`src/hw/rtl/bbrq_pkg.sv`:
```
package bbrq_pkg;

    localparam int ADDR_W = 48;
    localparam int SIZE_W = 32;
    localparam logic [SIZE_W-1:0] BUDGET_RESET = 32'd1048576;

    // operation codes
    localparam logic OP_PUSH  = 1'b0;
    localparam logic OP_FLUSH = 1'b1;

    typedef struct packed {
        logic [ADDR_W-1:0] addr;
        logic [SIZE_W-1:0] size;
    } t_entry;

    typedef struct packed {
        logic [ADDR_W-1:0] addr;
        logic [SIZE_W-1:0] size;
        logic              last;
    } t_release;

endpackage

```
`src/hw/rtl/bbrq_item_if.sv`:
```
interface bbrq_item_if;
    logic                           valid;
    logic                           ready;
    logic                           operation;
    logic [bbrq_pkg::ADDR_W-1:0]    block_addr;
    logic [bbrq_pkg::SIZE_W-1:0]    block_size;

    modport source (output valid, output operation, output block_addr, output block_size,
                    input ready);
    modport sink   (input valid, input operation, input block_addr, input block_size,
                    output ready);
endinterface

```
`src/hw/rtl/bbrq_release_if.sv`:
```
interface bbrq_release_if;
    logic                           valid;
    logic                           ready;
    logic [bbrq_pkg::ADDR_W-1:0]    released_addr;
    logic [bbrq_pkg::SIZE_W-1:0]    released_size;
    logic                           is_last;

    modport source (output valid, output released_addr, output released_size, output is_last,
                    input ready);
    modport sink   (input valid, input released_addr, input released_size, input is_last,
                    output ready);
endinterface

```
`src/hw/rtl/bbrq_cfg_if.sv`:
```
interface bbrq_cfg_if;
    logic                           valid;
    logic                           ready;
    logic [bbrq_pkg::SIZE_W-1:0]    byte_budget;

    modport source (output valid, output byte_budget, input ready);
    modport sink   (input valid, input byte_budget, output ready);
endinterface

```
`src/hw/rtl/bbrq_ram.sv`:
```
module bbrq_ram #(
    parameter int WIDTH = 80,
    parameter int DEPTH = 16
) (
    input  logic                                     i_clk,
    input  logic                                     i_we,
    input  logic [((DEPTH > 1) ? $clog2(DEPTH) : 1)-1:0] i_waddr,
    input  logic [WIDTH-1:0]                         i_wdata,
    input  logic [((DEPTH > 1) ? $clog2(DEPTH) : 1)-1:0] i_raddr,
    output logic [WIDTH-1:0]                         o_rdata
);

    logic [WIDTH-1:0] r_mem [DEPTH];
    logic [WIDTH-1:0] r_rdata;

    always_ff @(posedge i_clk) begin
        if (i_we) begin
            r_mem[i_waddr] <= i_wdata;
        end
        r_rdata <= r_mem[i_raddr];
    end

    assign o_rdata = r_rdata;

endmodule

```
`src/hw/rtl/bbrq_out_reg.sv`:
```
module bbrq_out_reg (
    input  logic                i_clk,
    input  logic                i_rst_n,
    input  logic                i_load,
    input  bbrq_pkg::t_release  i_data,
    output logic                o_free,
    bbrq_release_if.source      o_rel
);
    import bbrq_pkg::*;

    logic     r_valid;
    t_release r_data;

    // slot is free when empty or being drained this cycle
    assign o_free = !r_valid || o_rel.ready;

    always_ff @(posedge i_clk) begin
        if (!i_rst_n) begin
            r_valid <= 1'b0;
        end else if (i_load) begin
            r_valid <= 1'b1;
        end else if (o_rel.ready) begin
            r_valid <= 1'b0;
        end
    end

    always_ff @(posedge i_clk) begin
        if (i_load) begin
            r_data <= i_data;
        end
    end

    assign o_rel.valid         = r_valid;
    assign o_rel.released_addr = r_data.addr;
    assign o_rel.released_size = r_data.size;
    assign o_rel.is_last       = r_data.last;

endmodule

```
`src/hw/rtl/byte_budget_release_quarantine.sv`:
```
// Delayed-release quarantine for freed blocks. Each push (operation 0) offers a
// block of block_size bytes at block_addr; each flush (operation 1) hands back
// every held block, oldest first. Held blocks sit in a ring of QUARANTINE_DEPTH
// entries in one single-port-read, single-port-write RAM, bounded both by that
// entry count and by the byte_budget register. A block larger than the budget
// comes straight back as one release. Otherwise the oldest entries are released
// until a slot is free and the held bytes plus the new size fit, and the block
// is then stored. The final release caused by an item carries is_last. The block
// takes one item at a time, with one RAM read per eviction, and its releases wait
// while the result side is stalled. Budget writes are always accepted and must
// be made while no item is in progress.
module byte_budget_release_quarantine #(
    parameter int QUARANTINE_DEPTH = 16
) (
    input  logic            i_clk,
    input  logic            i_rst_n,
    bbrq_cfg_if.sink        i_cfg,
    bbrq_item_if.sink       i_item,
    bbrq_release_if.source  o_rel
);
    import bbrq_pkg::*;

    localparam int IDX_W = (QUARANTINE_DEPTH > 1) ? $clog2(QUARANTINE_DEPTH) : 1;
    localparam int CNT_W = $clog2(QUARANTINE_DEPTH + 1);
    localparam int EXC_W = SIZE_W + 2;
    localparam logic [IDX_W-1:0] LAST_IDX  = IDX_W'(QUARANTINE_DEPTH - 1);
    localparam logic [CNT_W-1:0] FULL_CNT  = CNT_W'(QUARANTINE_DEPTH);
    localparam logic [IDX_W:0]   DEPTH_EXT = (IDX_W + 1)'(QUARANTINE_DEPTH);

    typedef enum logic [1:0] {
        S_IDLE,
        S_EVAL,
        S_EVICT,
        S_APPEND
    } t_state;

    t_state                   r_state, n_state;
    logic                     r_op;
    logic [ADDR_W-1:0]        r_addr;
    logic [SIZE_W-1:0]        r_size;
    logic [IDX_W-1:0]         r_oldest, n_oldest;
    logic [CNT_W-1:0]         r_count, n_count;
    logic [SIZE_W-1:0]        r_bytes, n_bytes;
    // held bytes + new size - budget; positive means the new block does not fit yet
    logic signed [EXC_W-1:0]  r_excess, n_excess;
    logic [SIZE_W-1:0]        r_budget;

    t_entry                   w_head;
    t_entry                   w_wdata;
    t_release                 w_rel;
    logic                     w_free;
    logic                     w_load;
    logic                     w_we;
    logic                     w_accept;
    logic                     w_oversize;
    logic                     w_need_evict;
    logic                     w_more;
    logic                     w_pop;
    logic [IDX_W-1:0]         w_oldest_inc;
    logic [IDX_W:0]           w_tail_sum;
    logic [IDX_W-1:0]         w_tail;
    logic signed [EXC_W-1:0]  w_head_size;

    // ---------------------------------------------------------------------
    // Configuration: single register, always ready
    // ---------------------------------------------------------------------
    assign i_cfg.ready = 1'b1;

    always_ff @(posedge i_clk) begin
        if (!i_rst_n) begin
            r_budget <= BUDGET_RESET;
        end else if (i_cfg.valid) begin
            r_budget <= i_cfg.byte_budget;
        end
    end

    // ---------------------------------------------------------------------
    // Ring pointers
    // ---------------------------------------------------------------------
    assign w_oldest_inc = (r_oldest == LAST_IDX) ? '0 : r_oldest + 1'b1;
    // tail = (oldest + count) mod depth; the sum stays below twice the depth
    assign w_tail_sum   = (IDX_W + 1)'(r_oldest) + (IDX_W + 1)'(r_count);
    assign w_tail       = (w_tail_sum >= DEPTH_EXT) ? IDX_W'(w_tail_sum - DEPTH_EXT)
                                                    : IDX_W'(w_tail_sum);

    // ---------------------------------------------------------------------
    // Decisions
    // ---------------------------------------------------------------------
    assign i_item.ready = (r_state == S_IDLE);
    assign w_accept     = i_item.valid && i_item.ready;

    assign w_oversize   = (r_size > r_budget);
    assign w_need_evict = (r_count != '0) &&
                          ((r_count == FULL_CNT) || (r_excess > $signed(EXC_W'(0))));
    assign w_head_size  = $signed(EXC_W'(w_head.size));
    // another eviction follows this one
    assign w_more       = (r_count != CNT_W'(1)) &&
                          ((r_op == OP_FLUSH) || (r_excess > w_head_size));
    assign w_pop        = (r_state == S_EVICT) && w_free;

    // ---------------------------------------------------------------------
    // Result register load
    // ---------------------------------------------------------------------
    always_comb begin
        w_load = 1'b0;
        w_rel  = '{addr: w_head.addr, size: w_head.size, last: !w_more};
        case (r_state)
            S_EVAL: begin
                if ((r_op == OP_PUSH) && w_oversize && w_free) begin
                    w_load = 1'b1;
                    w_rel  = '{addr: r_addr, size: r_size, last: 1'b1};
                end
            end
            S_EVICT: begin
                w_load = w_free;
            end
            default: begin
                w_load = 1'b0;
            end
        endcase
    end

    // ---------------------------------------------------------------------
    // Append into the ring
    // ---------------------------------------------------------------------
    assign w_we = (r_state == S_APPEND) ||
                  ((r_state == S_EVAL) && (r_op == OP_PUSH) && !w_oversize && !w_need_evict);
    assign w_wdata = '{addr: r_addr, size: r_size};

    // ---------------------------------------------------------------------
    // Sequencer
    // ---------------------------------------------------------------------
    always_comb begin
        n_state  = r_state;
        n_oldest = r_oldest;
        n_count  = r_count;
        n_bytes  = r_bytes;
        n_excess = r_excess;
        case (r_state)
            S_IDLE: begin
                if (w_accept) begin
                    n_state  = S_EVAL;
                    n_excess = $signed(EXC_W'(r_bytes) + EXC_W'(i_item.block_size)
                                       - EXC_W'(r_budget));
                end
            end
            S_EVAL: begin
                if (r_op == OP_FLUSH) begin
                    n_state = (r_count == '0) ? S_IDLE : S_EVICT;
                end else if (w_oversize) begin
                    if (w_free) begin
                        n_state = S_IDLE;
                    end
                end else if (w_need_evict) begin
                    n_state = S_EVICT;
                end else begin
                    n_state = S_IDLE;
                    n_count = r_count + 1'b1;
                    n_bytes = (r_count == '0) ? r_size : r_bytes + r_size;
                end
            end
            S_EVICT: begin
                if (w_pop) begin
                    n_oldest = w_oldest_inc;
                    n_count  = r_count - 1'b1;
                    n_bytes  = r_bytes - w_head.size;
                    n_excess = r_excess - w_head_size;
                    if (!w_more) begin
                        n_state = (r_op == OP_FLUSH) ? S_IDLE : S_APPEND;
                    end
                end
            end
            S_APPEND: begin
                n_state = S_IDLE;
                n_count = r_count + 1'b1;
                n_bytes = (r_count == '0) ? r_size : r_bytes + r_size;
            end
            default: begin
                n_state = S_IDLE;
            end
        endcase
    end

    always_ff @(posedge i_clk) begin
        if (!i_rst_n) begin
            r_state  <= S_IDLE;
            r_oldest <= '0;
            r_count  <= '0;
            r_bytes  <= '0;
            r_excess <= '0;
        end else begin
            r_state  <= n_state;
            r_oldest <= n_oldest;
            r_count  <= n_count;
            r_bytes  <= n_bytes;
            r_excess <= n_excess;
        end
    end

    // hold the accepted item for the whole sequence
    always_ff @(posedge i_clk) begin
        if (w_accept) begin
            r_op   <= i_item.operation;
            r_addr <= i_item.block_addr;
            r_size <= i_item.block_size;
        end
    end

    // ---------------------------------------------------------------------
    // Ring store: read address runs one ahead on a pop so the next head is
    // ready in the following cycle
    // ---------------------------------------------------------------------
    bbrq_ram #(
        .WIDTH ($bits(t_entry)),
        .DEPTH (QUARANTINE_DEPTH)
    ) u_ring (
        .i_clk   (i_clk),
        .i_we    (w_we),
        .i_waddr (w_tail),
        .i_wdata (w_wdata),
        .i_raddr (n_oldest),
        .o_rdata (w_head)
    );

    bbrq_out_reg u_out (
        .i_clk   (i_clk),
        .i_rst_n (i_rst_n),
        .i_load  (w_load),
        .i_data  (w_rel),
        .o_free  (w_free),
        .o_rel   (o_rel)
    );

    // ---------------------------------------------------------------------
    // Assertions
    // ---------------------------------------------------------------------
    a_count_bound: assert property (@(posedge i_clk) disable iff (!i_rst_n)
        r_count <= FULL_CNT)
        else $error("held count beyond ring depth");

    a_empty_no_bytes: assert property (@(posedge i_clk) disable iff (!i_rst_n)
        (r_state == S_IDLE) && (r_count == '0) |-> (r_bytes == '0))
        else $error("empty ring still reports held bytes");

    a_flush_drains: assert property (@(posedge i_clk) disable iff (!i_rst_n)
        w_pop && (r_op == OP_FLUSH) && !w_more |=> (r_count == '0))
        else $error("flush ended with entries left");

    a_evict_nonempty: assert property (@(posedge i_clk) disable iff (!i_rst_n)
        (r_state == S_EVICT) |-> (r_count != '0))
        else $error("eviction from an empty ring");

    a_accept_eval: assert property (@(posedge i_clk) disable iff (!i_rst_n)
        w_accept |=> (r_state == S_EVAL))
        else $error("accepted item not evaluated");

endmodule

```
`src/flat_wrapper.sv`:
```
// flat-port wrapper written by rule: the top's interface ports become plain ports
module byte_budget_release_quarantine_flat import bbrq_pkg::*;
#(
    parameter int QUARANTINE_DEPTH = 16
)
  (i_clk, i_rst_n, i_cfg_valid, i_cfg_byte_budget, i_cfg_ready, i_item_valid, i_item_operation, i_item_block_addr, i_item_block_size, i_item_ready, o_rel_valid, o_rel_released_addr, o_rel_released_size, o_rel_is_last, o_rel_ready);
  bbrq_cfg_if i_cfg_i ();
  bbrq_item_if i_item_i ();
  bbrq_release_if o_rel_i ();
  input  logic i_clk;
  input  logic i_rst_n;
  input wire logic [$bits(i_cfg_i.valid)-1:0] i_cfg_valid;
  input wire logic [$bits(i_cfg_i.byte_budget)-1:0] i_cfg_byte_budget;
  output wire logic [$bits(i_cfg_i.ready)-1:0] i_cfg_ready;
  input wire logic [$bits(i_item_i.valid)-1:0] i_item_valid;
  input wire logic [$bits(i_item_i.operation)-1:0] i_item_operation;
  input wire logic [$bits(i_item_i.block_addr)-1:0] i_item_block_addr;
  input wire logic [$bits(i_item_i.block_size)-1:0] i_item_block_size;
  output wire logic [$bits(i_item_i.ready)-1:0] i_item_ready;
  output wire logic [$bits(o_rel_i.valid)-1:0] o_rel_valid;
  output wire logic [$bits(o_rel_i.released_addr)-1:0] o_rel_released_addr;
  output wire logic [$bits(o_rel_i.released_size)-1:0] o_rel_released_size;
  output wire logic [$bits(o_rel_i.is_last)-1:0] o_rel_is_last;
  input wire logic [$bits(o_rel_i.ready)-1:0] o_rel_ready;
  assign i_cfg_i.valid = i_cfg_valid;
  assign i_cfg_i.byte_budget = i_cfg_byte_budget;
  assign i_cfg_ready = i_cfg_i.ready;
  assign i_item_i.valid = i_item_valid;
  assign i_item_i.operation = i_item_operation;
  assign i_item_i.block_addr = i_item_block_addr;
  assign i_item_i.block_size = i_item_block_size;
  assign i_item_ready = i_item_i.ready;
  assign o_rel_valid = o_rel_i.valid;
  assign o_rel_released_addr = o_rel_i.released_addr;
  assign o_rel_released_size = o_rel_i.released_size;
  assign o_rel_is_last = o_rel_i.is_last;
  assign o_rel_i.ready = o_rel_ready;
  byte_budget_release_quarantine #(.QUARANTINE_DEPTH(QUARANTINE_DEPTH)) u_core (.i_clk(i_clk), .i_rst_n(i_rst_n), .i_cfg(i_cfg_i), .i_item(i_item_i), .o_rel(o_rel_i));
endmodule
```
`config.mk`:
```
export PLATFORM = sky130hd
export DESIGN_NAME = byte_budget_release_quarantine_flat
export DESIGN_NICKNAME = d
export VERILOG_FILES = /design/src/hw/rtl/bbrq_pkg.sv /design/src/hw/rtl/bbrq_item_if.sv /design/src/hw/rtl/bbrq_release_if.sv /design/src/hw/rtl/bbrq_cfg_if.sv /design/src/hw/rtl/bbrq_ram.sv /design/src/hw/rtl/bbrq_out_reg.sv /design/src/hw/rtl/byte_budget_release_quarantine.sv /design/src/flat_wrapper.sv
export SDC_FILE = /design/constraint.sdc
export NUM_CORES = 2
export LEC_CHECK = 0
export BUFFER_PORTS_ARGS = -buffer_cell sky130_fd_sc_hd__buf_4
export CORE_MARGIN = 8
export CORE_UTILIZATION = 40
export DETAILED_ROUTE_END_ITERATION = 7
export PLACE_DENSITY = 0.55
export SYNTH_ARGS = -nofsm -noshare
export SYNTH_HDL_FRONTEND = slang
export SYNTH_HIERARCHICAL = 1
export SYNTH_SLANG_ARGS = --single-unit
```
`constraint.sdc`:
```
create_clock -name i_clk -period 17.4 [get_ports i_clk]
set_input_delay 4.35 -clock i_clk [delete_from_list [all_inputs] [get_ports i_clk]]
set_output_delay 4.35 -clock i_clk [all_outputs]
set_load 0.005 [all_outputs]
```
==> impl_results.md <==
* Grt total ovfl at 0
* Initial Util at 40.2%
* CTS tree: yes
* Psw at 2.71 mW
* Clock share of power at 36.8%
* First-pass DRT Iterations at 5
* WHS Endpoint: u_core/r_excess[23]
* Die ar. at 0.186 sq mm
* Hold Vio Cnt, Final at 0
* Largest fanout on the critical path at 115
* Final setup viols at 0
* Hold Crit Start: u_core/r_excess[23]
* Area of the mapped netlist at 0.0690 sq mm
* Most numerous cell in the Yosys netlist: edfxtp_1
* Post-synthesis sequential area ratio at 68.3%
* Worst R2R End: u_core/u_ring/r_mem[13][67]
* Vias at 37852
* Post-synth top area cell: edfxtp_1
* Routability Congestion at 0.884
* Die span in y at 431 um
* Final WL at 178 mm
* Critical path class: in2reg
* Layout area overhead at 14.4%
* Synth cell count leaders: edfxtp_1, mux4_2, inv_1
* Setup repair bufs after CTS at 0
* Top cell type's share of synthesized area at 62.8%
* Clock-pin slew on the worst setup and hold paths at 60 ps
* Maxcap violations at 0
* Hold Crit Depth at 2
* Critical path required time at 18080 ps
* Fin worst setup slack at 9730 ps
* Synth Register Bits at 1632
* Reg-to-reg startpoint: u_core/r_size[26]
* Crit share post-route at 44.1%
* Number of enable flip-flop cells after synthesis at 1442
* Hold Crit Class: reg2reg
* Slew headroom at 22.6%
* Setup TNS at 0 ps
* Max Root-Sink Buffers at 3
* FMAX at 130 MHz
* Status: complete, no violations
* Vias in the first global route at 39575
* Fin. max-slew vios at 0
* Fin util at 46.0%
* Share of cells above drive strength 1 at 21.0%
* Unique masters post-synth at 80
* Setup slack, reg-to-reg at 11470 ps
* Post-cts repair resize count at 0
* Dominant synthesized flop cell: edfxtp_1
* Area of the core at 0.172 sq mm
* Post-DR wirelength/cell at 25.9 um
* Internal at 7.30 mW
* RSZ-0062 raised after global routing: no
* Setup WS pre-CTS at 8850 ps
* CP endpoint kind: register
* Static leakage at 26.7 nW
* Period minus WS final at 7670 ps
* Net Count, Synth at 4490
* Worst skew pair latency at 810 ps
* Synth Instances at 4166
* Yosys Warn Count at 6
* Power per cell area at 127 mW/mm^2
* Root buf cell: clkbuf_16
* Crit path DAT at 8350 ps
* Cts hold-fix bufs at 0
* Fin nets at 4750
* Worst-margin pin slew at 1160 ps
* WHS at 503 ps
* Comb pwr share at 16.9%
* Syn_area_per_cell at 16.6 sq um
* Initial antenna violation count at 2
* Total GRT Usage at 18.8%
* Final setup skew at 30.4 ps
* Leading post-synthesis cells by cell area: edfxtp_1, mux4_2, dfxtp_1
* CTS Sinks at 1632
* Filler instances at 14830
* Antenna-violating nets left at 0
* Register share of total power at 46.2%
* DR iter-0 viols at 2652
* Crit start category: input port
* H-tree depth at 4
* Worst Reg2Reg Path Length in Cells at 13
* TritonCTS Buffers at 174
* Max VDD drop at 119 uV
* I/O Buffers at 200
* # rows at 152
* Die Width at 431 um
* Routed vias/inst at 5.50
* Post-route DRC violation count at 0
* IO Pins at 202
* Async set or reset register ratio after synthesis at 0%
* Pin count of the biggest net entering global routing at 116
* Dpl hpwl at 102 mm
* First-pass GRT wire length at 262 mm
* Sw Share at 27.1%
cell families after synthesis:
group | share of synthesized area, %
AO/OA/AOI/OAI | 7.23
multiplexers | 12.3
XOR/XNOR | 1.37
AND/OR/NAND/NOR | 4.13
other | 0.00544
flip-flops | 68.3
buffers and inverters | 2.53
adder cells (fa/ha/maj) | 4.13
per-layer routing:
layer / routed length [um] / part of all wire (%) / vias to the layer above / global-route usage (%)
li1: - / - / 16952 / -
met1: 77800 / 44 / 19734 / 25.3
met2: 88600 / 50 / 937 / 32.3
met3: 8150 / 4.6 / 229 / 2.88
met4: 3850 / 2.2 / 0 / 4.78
met5: 0 / 0 / - / 0
flip-flops by register name (all words and copies together) (netlist names):
register	count
u_core/u_ring/r_mem	1280
u_core/u_ring/o_rdata	80
u_core/r_addr	48
u_core/u_out/o_rel.released_addr	48
u_core/r_excess	34
u_core/r_budget	32
u_core/r_bytes	32
u_core/r_size	32
u_core/u_out/o_rel.released_size	32
u_core/r_count	5
u_core/r_oldest	4
u_core/r_state	2
u_core/r_op	1
u_core/u_out/o_rel.is_last	1
u_core/u_out/o_rel.valid	1
area by class of cell:
| type | count | area, sq um | area share, % |
|---|---|---|---|
| diodes | 1 | 2.50 | 0.00317 |
| clock buffers | 243 | 4870 | 6.17 |
| repair buffers | 262 | 2020 | 2.56 |
| flip-flops and latches | 1632 | 47100 | 59.7 |
| clock inverters | 84 | 857 | 1.09 |
| well taps | 2310 | 2890 | 3.66 |
| inverters | 234 | 878 | 1.11 |
| multi-input cells | 2122 | 20300 | 25.7 |
critical path, cell delays in order:
cell	delay (ps)
buf_4	80
nand2b_4	190
nand2_1	200
a311oi_1	320
a21o_4	470
buf_12	750
buf_4	860
mux4_2	590
a22oi_1	230
nand2_1	70
worst max-delay path by stage:
stage	slack [ps]	startpoint	endpoint
3_3_place_gp	8870	o_rel_ready	u_core/u_ring/o_rdata[40]
6_report	9730	o_rel_ready	u_core/u_ring/o_rdata[43]
5_1_grt	9350	o_rel_ready	u_core/u_ring/o_rdata[40]
4_1_cts	9720	o_rel_ready	u_core/u_ring/o_rdata[40]
2_1_floorplan	5390	o_rel_ready	u_core/u_out/o_rel.valid
3_5_place_dp	8850	o_rel_ready	u_core/u_ring/o_rdata[40]
stage by stage:
step                      cell area, sq um  total power, mW  instances
after floorplan                      69000             5.90       4166
after global placement               73200             6.38       6560
after detailed placement             73200             6.40       6560
after CTS                            78900             10.1       6887
after global routing                 78900             10.5       6887
final                                78900             10.0       6888
cells in the final DEF, fill, tap and decap left out, drive strengths merged, types with 37 or more instances in the layout:
cell and instances:
clkbuf 243, edfxtp 1442, o21ai 131, a21o 58, a21oi 182, buf 262, mux2i 37, mux2 81
xor2 39, a22oi 160, nand3 39, ha 170, nor3 44, clkinv 52, dfxtp 190, a211oi 47
nor2 185, inv 244, nand2 194, mux4 320, xnor2 69
power groups by stage:
stage | registers (mW) | logic (mW) | clock network [mW]
detailed placement | 4.71 | 1.68 | 0
global placement | 4.71 | 1.68 | 0
finish | 4.63 | 1.69 | 3.69
floorplan | 4.63 | 1.27 | 0
CTS | 4.63 | 1.70 | 3.79
global route | 4.65 | 1.89 | 3.94
Power figures use the tool's default switching activity.
